$ cat src/rtl/utf8_encoder_six_byte_top_assert.svh
// Assertion macros for the six-byte UTF-8 encoder.
// Included by the top level; expects clk and rst_n in scope.
`ifndef UTF8_ENCODER_SIX_BYTE_TOP_ASSERT_SVH
`define UTF8_ENCODER_SIX_BYTE_TOP_ASSERT_SVH
`ifndef SYNTH
`define U8E_ASSERT_IMP(lbl, ante, cons) \
    lbl: assert property (@(posedge clk) disable iff (!rst_n) (ante) |-> (cons)) \
        else $error("u8e assertion failed");
`define U8E_ASSERT_NEXT(lbl, ante, cons) \
    lbl: assert property (@(posedge clk) disable iff (!rst_n) (ante) |=> (cons)) \
        else $error("u8e assertion failed");
`else
`define U8E_ASSERT_IMP(lbl, ante, cons)
`define U8E_ASSERT_NEXT(lbl, ante, cons)
`endif
`endif

$ cat src/rtl/u8e_pkg.sv
// Shared types and constants of the six-byte UTF-8 encoder.
// No dependencies; imported by every module of the block.
package u8e_pkg;

    localparam int MAX_BYTES = 6;
    localparam int SEQ_W     = MAX_BYTES * 8;

    typedef logic [2:0] len_t;

    localparam len_t LEN1 = 3'd1;
    localparam len_t LEN2 = 3'd2;
    localparam len_t LEN3 = 3'd3;
    localparam len_t LEN4 = 3'd4;
    localparam len_t LEN5 = 3'd5;
    localparam len_t LEN6 = 3'd6;

    localparam logic [31:0] MAX_LEN1 = 32'h0000_007f;
    localparam logic [31:0] MAX_LEN2 = 32'h0000_07ff;
    localparam logic [31:0] MAX_LEN3 = 32'h0000_ffff;
    localparam logic [31:0] MAX_LEN4 = 32'h001f_ffff;
    localparam logic [31:0] MAX_LEN5 = 32'h03ff_ffff;

    localparam logic [7:0] LEAD2      = 8'hc0;
    localparam logic [7:0] LEAD3      = 8'he0;
    localparam logic [7:0] LEAD4      = 8'hf0;
    localparam logic [7:0] LEAD5      = 8'hf8;
    localparam logic [7:0] LEAD6      = 8'hfc;
    localparam logic [1:0] CONT_MARK  = 2'b10;
    localparam logic [7:0] SPACE_BYTE = 8'h20;

    typedef struct packed {
        logic [30:0] cp;
        len_t        len;
        logic        space;
    } char_t;

    typedef struct packed {
        logic [SEQ_W-1:0] seq;
        len_t             len;
    } seq_t;

endpackage

$ cat src/rtl/utf8_encoder_six_byte_top.sv
// Six-byte (RFC 2279) UTF-8 encoder: classify, pack and serialize stages.
// Depends on u8e_pkg, u8e_classify, u8e_pack, u8e_serial and the assert header.
//
// Each input beat is one character; the block emits its RFC 2279 UTF-8 bytes,
// lead byte first, one byte per output beat with tlast on the final byte.
// Code points above 0x7fffffff and characters flagged as non-Unicode give a
// single space. The first byte comes out after the classify, pack and serial
// registers take the beat. The output stage sends one byte per cycle while
// m_tready is high; an n-byte character holds it, and in steady state the input,
// until its last byte is taken. Single-byte characters flow at one per cycle.
`include "utf8_encoder_six_byte_top_assert.svh"
module utf8_encoder_six_byte_top
    import u8e_pkg::*;
(
    input  logic        clk,
    input  logic        rst_n,
    input  logic        s_tvalid,
    output logic        s_tready,
    input  logic [31:0] s_tdata,   // code_point[31:0]
    input  logic        s_tuser,   // is_unicode
    output logic        m_tvalid,
    input  logic        m_tready,
    output logic [7:0]  m_tdata,   // out_byte[7:0]
    output logic        m_tlast
);

    logic  cls_valid;
    logic  cls_ready;
    char_t cls_char;
    logic  pk_valid;
    logic  pk_ready;
    seq_t  pk_seq;

    u8e_classify u_classify (
        .clk        (clk),
        .rst_n      (rst_n),
        .in_valid   (s_tvalid),
        .in_ready   (s_tready),
        .code_point (s_tdata),
        .is_unicode (s_tuser),
        .out_valid  (cls_valid),
        .out_ready  (cls_ready),
        .out_char   (cls_char)
    );

    u8e_pack u_pack (
        .clk       (clk),
        .rst_n     (rst_n),
        .in_valid  (cls_valid),
        .in_ready  (cls_ready),
        .in_char   (cls_char),
        .out_valid (pk_valid),
        .out_ready (pk_ready),
        .out_seq   (pk_seq)
    );

    u8e_serial u_serial (
        .clk      (clk),
        .rst_n    (rst_n),
        .in_valid (pk_valid),
        .in_ready (pk_ready),
        .in_seq   (pk_seq),
        .m_tvalid (m_tvalid),
        .m_tready (m_tready),
        .m_tdata  (m_tdata),
        .m_tlast  (m_tlast)
    );

    `U8E_ASSERT_IMP(a_multi_high_bits, m_tvalid && !m_tlast, m_tdata[7])
    `U8E_ASSERT_NEXT(a_cont_follows, m_tvalid && m_tready && !m_tlast,
        m_tvalid && m_tdata[7:6] == CONT_MARK)
    `U8E_ASSERT_IMP(a_space_single, m_tvalid && m_tdata == SPACE_BYTE, m_tlast)

endmodule

$ cat src/rtl/u8e_classify.sv
// First stage: registers the incoming character with its sequence length.
// Depends on u8e_pkg.
module u8e_classify
    import u8e_pkg::*;
(
    input  logic        clk,
    input  logic        rst_n,
    input  logic        in_valid,
    output logic        in_ready,
    input  logic [31:0] code_point,
    input  logic        is_unicode,
    output logic        out_valid,
    input  logic        out_ready,
    output char_t       out_char
);

    logic  valid_reg;
    char_t char_reg;
    char_t char_next;

    assign in_ready  = !valid_reg || out_ready;
    assign out_valid = valid_reg;
    assign out_char  = char_reg;

    always_comb
    begin
        char_next.cp    = code_point[30:0];
        char_next.space = !is_unicode || code_point[31];
        if (char_next.space || code_point <= MAX_LEN1)
        begin
            char_next.len = LEN1;
        end
        else if (code_point <= MAX_LEN2)
        begin
            char_next.len = LEN2;
        end
        else if (code_point <= MAX_LEN3)
        begin
            char_next.len = LEN3;
        end
        else if (code_point <= MAX_LEN4)
        begin
            char_next.len = LEN4;
        end
        else if (code_point <= MAX_LEN5)
        begin
            char_next.len = LEN5;
        end
        else
        begin
            char_next.len = LEN6;
        end
    end

    always_ff @(posedge clk or negedge rst_n)
    begin
        if (!rst_n)
        begin
            valid_reg <= 1'b0;
        end
        else if (in_ready)
        begin
            valid_reg <= in_valid;
        end
    end

    always_ff @(posedge clk)
    begin
        if (in_ready && in_valid)
        begin
            char_reg <= char_next;
        end
    end

endmodule

$ cat src/rtl/u8e_pack.sv
// Second stage: builds the byte sequence, lead byte in the top byte.
// Depends on u8e_pkg.
module u8e_pack
    import u8e_pkg::*;
(
    input  logic  clk,
    input  logic  rst_n,
    input  logic  in_valid,
    output logic  in_ready,
    input  char_t in_char,
    output logic  out_valid,
    input  logic  out_ready,
    output seq_t  out_seq
);

    logic valid_reg;
    seq_t seq_reg;
    seq_t seq_next;

    function automatic logic [7:0] cont(input logic [5:0] bits);
        cont = {CONT_MARK, bits};
    endfunction

    assign in_ready  = !valid_reg || out_ready;
    assign out_valid = valid_reg;
    assign out_seq   = seq_reg;

    always_comb
    begin
        seq_next.len = in_char.len;
        if (in_char.space)
        begin
            seq_next.seq = {SPACE_BYTE, 40'h0};
        end
        else
        begin
            case (in_char.len)
                LEN2: seq_next.seq = {LEAD2 | {3'b000, in_char.cp[10:6]},
                                      cont(in_char.cp[5:0]), 32'h0};
                LEN3: seq_next.seq = {LEAD3 | {4'b0000, in_char.cp[15:12]},
                                      cont(in_char.cp[11:6]), cont(in_char.cp[5:0]),
                                      24'h0};
                LEN4: seq_next.seq = {LEAD4 | {5'b00000, in_char.cp[20:18]},
                                      cont(in_char.cp[17:12]), cont(in_char.cp[11:6]),
                                      cont(in_char.cp[5:0]), 16'h0};
                LEN5: seq_next.seq = {LEAD5 | {6'b000000, in_char.cp[25:24]},
                                      cont(in_char.cp[23:18]), cont(in_char.cp[17:12]),
                                      cont(in_char.cp[11:6]), cont(in_char.cp[5:0]),
                                      8'h0};
                LEN6: seq_next.seq = {LEAD6 | {7'b0000000, in_char.cp[30]},
                                      cont(in_char.cp[29:24]), cont(in_char.cp[23:18]),
                                      cont(in_char.cp[17:12]), cont(in_char.cp[11:6]),
                                      cont(in_char.cp[5:0])};
                default: seq_next.seq = {1'b0, in_char.cp[6:0], 40'h0};
            endcase
        end
    end

    always_ff @(posedge clk or negedge rst_n)
    begin
        if (!rst_n)
        begin
            valid_reg <= 1'b0;
        end
        else if (in_ready)
        begin
            valid_reg <= in_valid;
        end
    end

    always_ff @(posedge clk)
    begin
        if (in_ready && in_valid)
        begin
            seq_reg <= seq_next;
        end
    end

endmodule

$ cat src/rtl/u8e_serial.sv
// Output stage: shifts out one byte per beat, marking the final byte.
// Depends on u8e_pkg.
module u8e_serial
    import u8e_pkg::*;
(
    input  logic       clk,
    input  logic       rst_n,
    input  logic       in_valid,
    output logic       in_ready,
    input  seq_t       in_seq,
    output logic       m_tvalid,
    input  logic       m_tready,
    output logic [7:0] m_tdata,
    output logic       m_tlast
);

    logic [SEQ_W-1:0] buf_reg;
    logic [SEQ_W-1:0] buf_next;
    len_t             cnt_reg;
    len_t             cnt_next;

    assign m_tvalid = (cnt_reg != '0);
    assign m_tdata  = buf_reg[SEQ_W-1 -: 8];
    assign m_tlast  = (cnt_reg == LEN1);
    assign in_ready = (cnt_reg == '0) || (m_tlast && m_tready);

    always_comb
    begin
        buf_next = buf_reg;
        cnt_next = cnt_reg;
        if (in_ready)
        begin
            buf_next = in_seq.seq;
            cnt_next = in_valid ? in_seq.len : '0;
        end
        else if (m_tready)
        begin
            buf_next = {buf_reg[SEQ_W-9:0], 8'h00};
            cnt_next = cnt_reg - LEN1;
        end
    end

    always_ff @(posedge clk or negedge rst_n)
    begin
        if (!rst_n)
        begin
            cnt_reg <= '0;
        end
        else
        begin
            cnt_reg <= cnt_next;
        end
    end

    always_ff @(posedge clk)
    begin
        buf_reg <= buf_next;
    end

endmodule
$ cat config.mk
export PLATFORM = sky130hd
export DESIGN_NAME = utf8_encoder_six_byte_top
export DESIGN_NICKNAME = d
export VERILOG_FILES = /design/src/rtl/u8e_pkg.sv /design/src/rtl/utf8_encoder_six_byte_top.sv /design/src/rtl/u8e_classify.sv /design/src/rtl/u8e_pack.sv /design/src/rtl/u8e_serial.sv
export VERILOG_INCLUDE_DIRS = /design/src /design/src/rtl
export SDC_FILE = /design/constraint.sdc
export NUM_CORES = 1
export LEC_CHECK = 0
export ABC_AREA = 1
export BUFFER_PORTS_ARGS = -buffer_cell sky130_fd_sc_hd__clkbuf_2
export CAP_MARGIN = 20
export CORE_MARGIN = 3
export CORE_UTILIZATION = 35
export DETAILED_ROUTE_END_ITERATION = 6
export PLACE_DENSITY = 0.61
export REMOVE_ABC_BUFFERS = 1
export SLEW_MARGIN = 0
export SYNTH_ARGS = -nofsm -noshare
export SYNTH_HDL_FRONTEND = slang
export SYNTH_SLANG_ARGS = --single-unit
$ cat constraint.sdc
create_clock -name clk -period 3.1 [get_ports clk]
set_clock_uncertainty 0.15 [all_clocks]
set_input_delay 0.31 -clock clk [delete_from_list [all_inputs] [get_ports clk]]
set_output_delay 0.31 -clock clk [all_outputs]
set_load 0.02 [all_outputs]
==> results.json <==
{
  "antenna-diode-count": 0,
  "grt_max_degree": 49,
  "h-tree-depth": 4,
  "r2r_slack_ns": 0.68,
  "core_area_mm2": 0.0155,
  "final_design_area_no_fill_mm2": 0.00699,
  "max_freq_mhz": 413,
  "post_cts_resized": 0,
  "yosys.cell_types.count": 25,
  "worst_hold_class": "input pin to register",
  "cp_data_arrival_time_ns": 2.43,
  "worstPathBufferInverterCount": 4,
  "synthesized_netlist_cell_count": 561,
  "power.share.clock_pct": 28.4,
  "gr-usage-all-layers_pct": 14.4,
  "clkLatencyLatePin_ns": 0.41,
  "timing.final.max_slew_violations": 0,
  "grt_overflow": 0,
  "critPathMaxFanout": 45,
  "die-width_um": 133,
  "drcViolationCount": 0,
  "irDropWorstVdd_mv": 0.483,
  "largest_register_ffs": 45,
  "grt_setup_unrepaired": "false",
  "post_synth_instance_area_mm2": 0.00568,
  "routed_wl_mm": 12.1,
  "placementRows": 45,
  "critPathLaunchType": "register",
  "drt_pre_antenna_iters": 5,
  "final-setup-viol-count": 0,
  "power.static_leakage_nw": 2.96,
  "cellPowerDensity_mw_per_mm2": 970,
  "critPathCaptureType": "register",
  "grt_antenna_before_repair": 0,
  "via_count_of_the_first_global_routing_pass": 3869,
  "yosysSeqAreaShare_pct": 67.2,
  "drive_gt1_share_pct": 13.6,
  "report.final.hold_viol_count": 0,
  "fillers": 1472,
  "warnings_synthesis": 0,
  "setup_tns_ns": 0,
  "place_congestion": 0.834,
  "path_cells": "inv_1, ha_1, inv_1, nor2_1, nand2_1, nand2_1, buf_4, inv_2, nand2_1, nand2_1",
  "numPortBuffers": 47,
  "cts.sinks": 128,
  "critPathMostFrequentCell": "nand2_1",
  "drt_iter0_drc": 406,
  "vias_per_cell": 4.60,
  "worstReg2RegStart": "u_serial.cnt_reg[1]",
  "share_comb_of_total_power_pct": 25.0,
  "postSynthAreaPerCell_um2": 10.1,
  "max_slew_margin_pct": 49.5,
  "floorplan.die.height_um": 133,
  "routed-via-count": 3981,
  "dp_hpwl_mm": 8.02,
  "critPathSlowestCell": "inv_2",
  "final_min_period_over_clock_period_pct": 78.1,
  "antenna_violating_nets_remaining": 0,
  "ctsLongestPathBuffers": 2,
  "cell_internal_power_dissipation_mw": 4.62,
  "first_pass_grt_wire_length_mm": 20.0,
  "worstMarginPinSlew_ns": 0.756,
  "crit_family": "buffers and inverters",
  "timing.critical_path.depth": 10,
  "cpPeakStageDelay_ns": 0.40,
  "path_clk_slew_ns": 0.05,
  "pin_count": 48,
  "startpoint": "u_serial.cnt_reg[1]",
  "clock_tree_from_tritoncts": "built",
  "floorplan.die_area_mm2": 0.0178,
  "maxCapViolations": 0,
  "r2r_end": "u_serial.buf_reg[23]",
  "tritoncts.num_buffers": 17,
  "wire_per_inst_um": 14.0,
  "final_core_util_pct": 45.0,
  "r2r.worst_path.cells": 10,
  "area_delta_synth_final_pct": 22.9,
  "setup.worst_path.end": "u_serial.buf_reg[23]",
  "critPathKind": "register to register",
  "switching_share_pct": 31.8,
  "power.sequential.fraction_pct": 46.5,
  "netSwitchingPower_mw": 2.15,
  "cts-root-buf": "clkbuf_16",
  "final_net_count": 682,
  "report.power.total_mw": 6.78,
  "post-route-min-period_ns": 2.42,
  "post_place_cell_area_mm2": 0.00607,
  "run_status": "finished, final reports clean",
  "post_cts.repair.setup_buffers": 0,
  "worst_ep_required_time_ns": 3.11,
  "synth-seq-cells": 128,
  "initial_core_util_pct": 36.6
}
power by group through the flow:
stage | registers, mW | logic [mW] | clock network, mW
after floorplan | 3.20 | 1.08 | 0
after global placement | 3.17 | 1.63 | 0
after detailed placement | 3.19 | 1.69 | 0
after CTS | 3.16 | 1.72 | 1.98
after global routing | 3.22 | 1.96 | 2.06
final | 3.15 | 1.70 | 1.93
synthesized netlist by cell type, drive strengths merged:
| master | count | area share (%) |
|---|---|---|
| o22ai | 7 | 0.77 |
| clkbuf | 3 | 0.20 |
| xnor2 | 1 | 0.15 |
| a31oi | 1 | 0.11 |
| ha | 3 | 0.66 |
| o211ai | 4 | 0.53 |
| nand2 | 202 | 13 |
| o21ai | 32 | 2.8 |
| buf | 22 | 2.6 |
| nand3 | 17 | 1.6 |
| nand3b | 2 | 0.26 |
| inv | 57 | 3.8 |
| edfxtp | 123 | 65 |
| dfrtp | 5 | 2.2 |
| a21oi | 10 | 0.88 |
| nor2 | 70 | 4.8 |
| nand4 | 2 | 0.22 |
stage by stage:
stage	setup WS, ns	hold slack [ns]	std cells
2_1_floorplan	-0.249	-0.136	536
3_3_place_gp	0.788	-0.0176	800
3_5_place_dp	0.672	-0.00937	800
4_1_cts	0.665	0.0272	866
5_1_grt	0.430	0.0597	866
6_report	0.679	0.0594	866
cell families after synthesis:
| family | count (synthesis) | share of synthesized area (%) |
|---|---|---|
| and+or+nand+nor | 293 | 20.3 |
| DFF | 128 | 67.2 |
| buffers and inverters | 82 | 6.60 |
| AOI/OAI and AO/OA | 54 | 5.11 |
| adders and majority gates | 3 | 0.660 |
| xor gates and xnor gates | 1 | 0.154 |
layout make-up:
class | instances | area [um2] | share of cell area, %
clock inverter | 14 | 148 | 2.11
sequential | 128 | 3820 | 54.7
timing repair buffer | 87 | 621 | 8.88
clock buffer | 18 | 429 | 6.14
tap | 211 | 264 | 3.78
multi-input combinational | 351 | 1490 | 21.4
inverter | 57 | 214 | 3.06
cell usage in the layout, fill, tap and decap left out:
cell type	n
nand4_1	2
inv_1	54
nand3_2	1
a31oi_1	1
clkbuf_16	17
edfxtp_1	123
nand2_2	3
nor2_1	68
clkinv_2	4
inv_2	3
nand2_1	199
clkinvlp_4	3
o211ai_1	4
clkinv_1	4
o22ai_1	7
nand3_1	16
o21ai_1	2
ha_1	3
nor2_4	1
o21ai_0	30
buf_4	6
a21oi_1	10
nor2_2	1
clkbuf_2	47
bufinv_16	3
xnor2_1	1
clkbuf_1	1
dfrtp_1	5
dlygate4sd3_1	34
nand3b_1	2
worst register-to-register path: stages (launching register included):
cell,delay (ns)
dfrtp_1,0.36
inv_1,0.11
ha_1,0.18
inv_1,0.04
nor2_1,0.14
nand2_1,0.08
nand2_1,0.09
buf_4,0.36
inv_2,0.42
nand2_1,0.18
nand2_1,0.06
worst min-delay path by stage:
stage | slack, ns | cells past startpoint | from | end
2_1_floorplan | -0.14 | 0 | rst_n | u_classify.out_valid
3_3_place_gp | -0.02 | 1 | rst_n | u_classify.out_valid
3_5_place_dp | -0.009 | 1 | rst_n | u_classify.out_valid
4_1_cts | 0.03 | 2 | s_tuser | u_classify.out_char[0]
5_1_grt | 0.06 | 2 | s_tuser | u_classify.out_char[0]
6_report | 0.06 | 2 | s_tuser | u_classify.out_char[0]
per-layer routing:
layer,routed length [um],vias to the layer above,global-route usage [%]
li1,-,2002,-
met1,5770,1828,19.7
met2,5420,133,21.2
met3,644,18,4.08
met4,284,0,6.46
met5,0,-,0
what timing repair did:
action / CTS / global route
endpoints found under the hold margin: 38 / 0
setup endpoints to repair: 0 / 0
hold buffers: 34 / 0
Power figures use the tool's default switching activity.
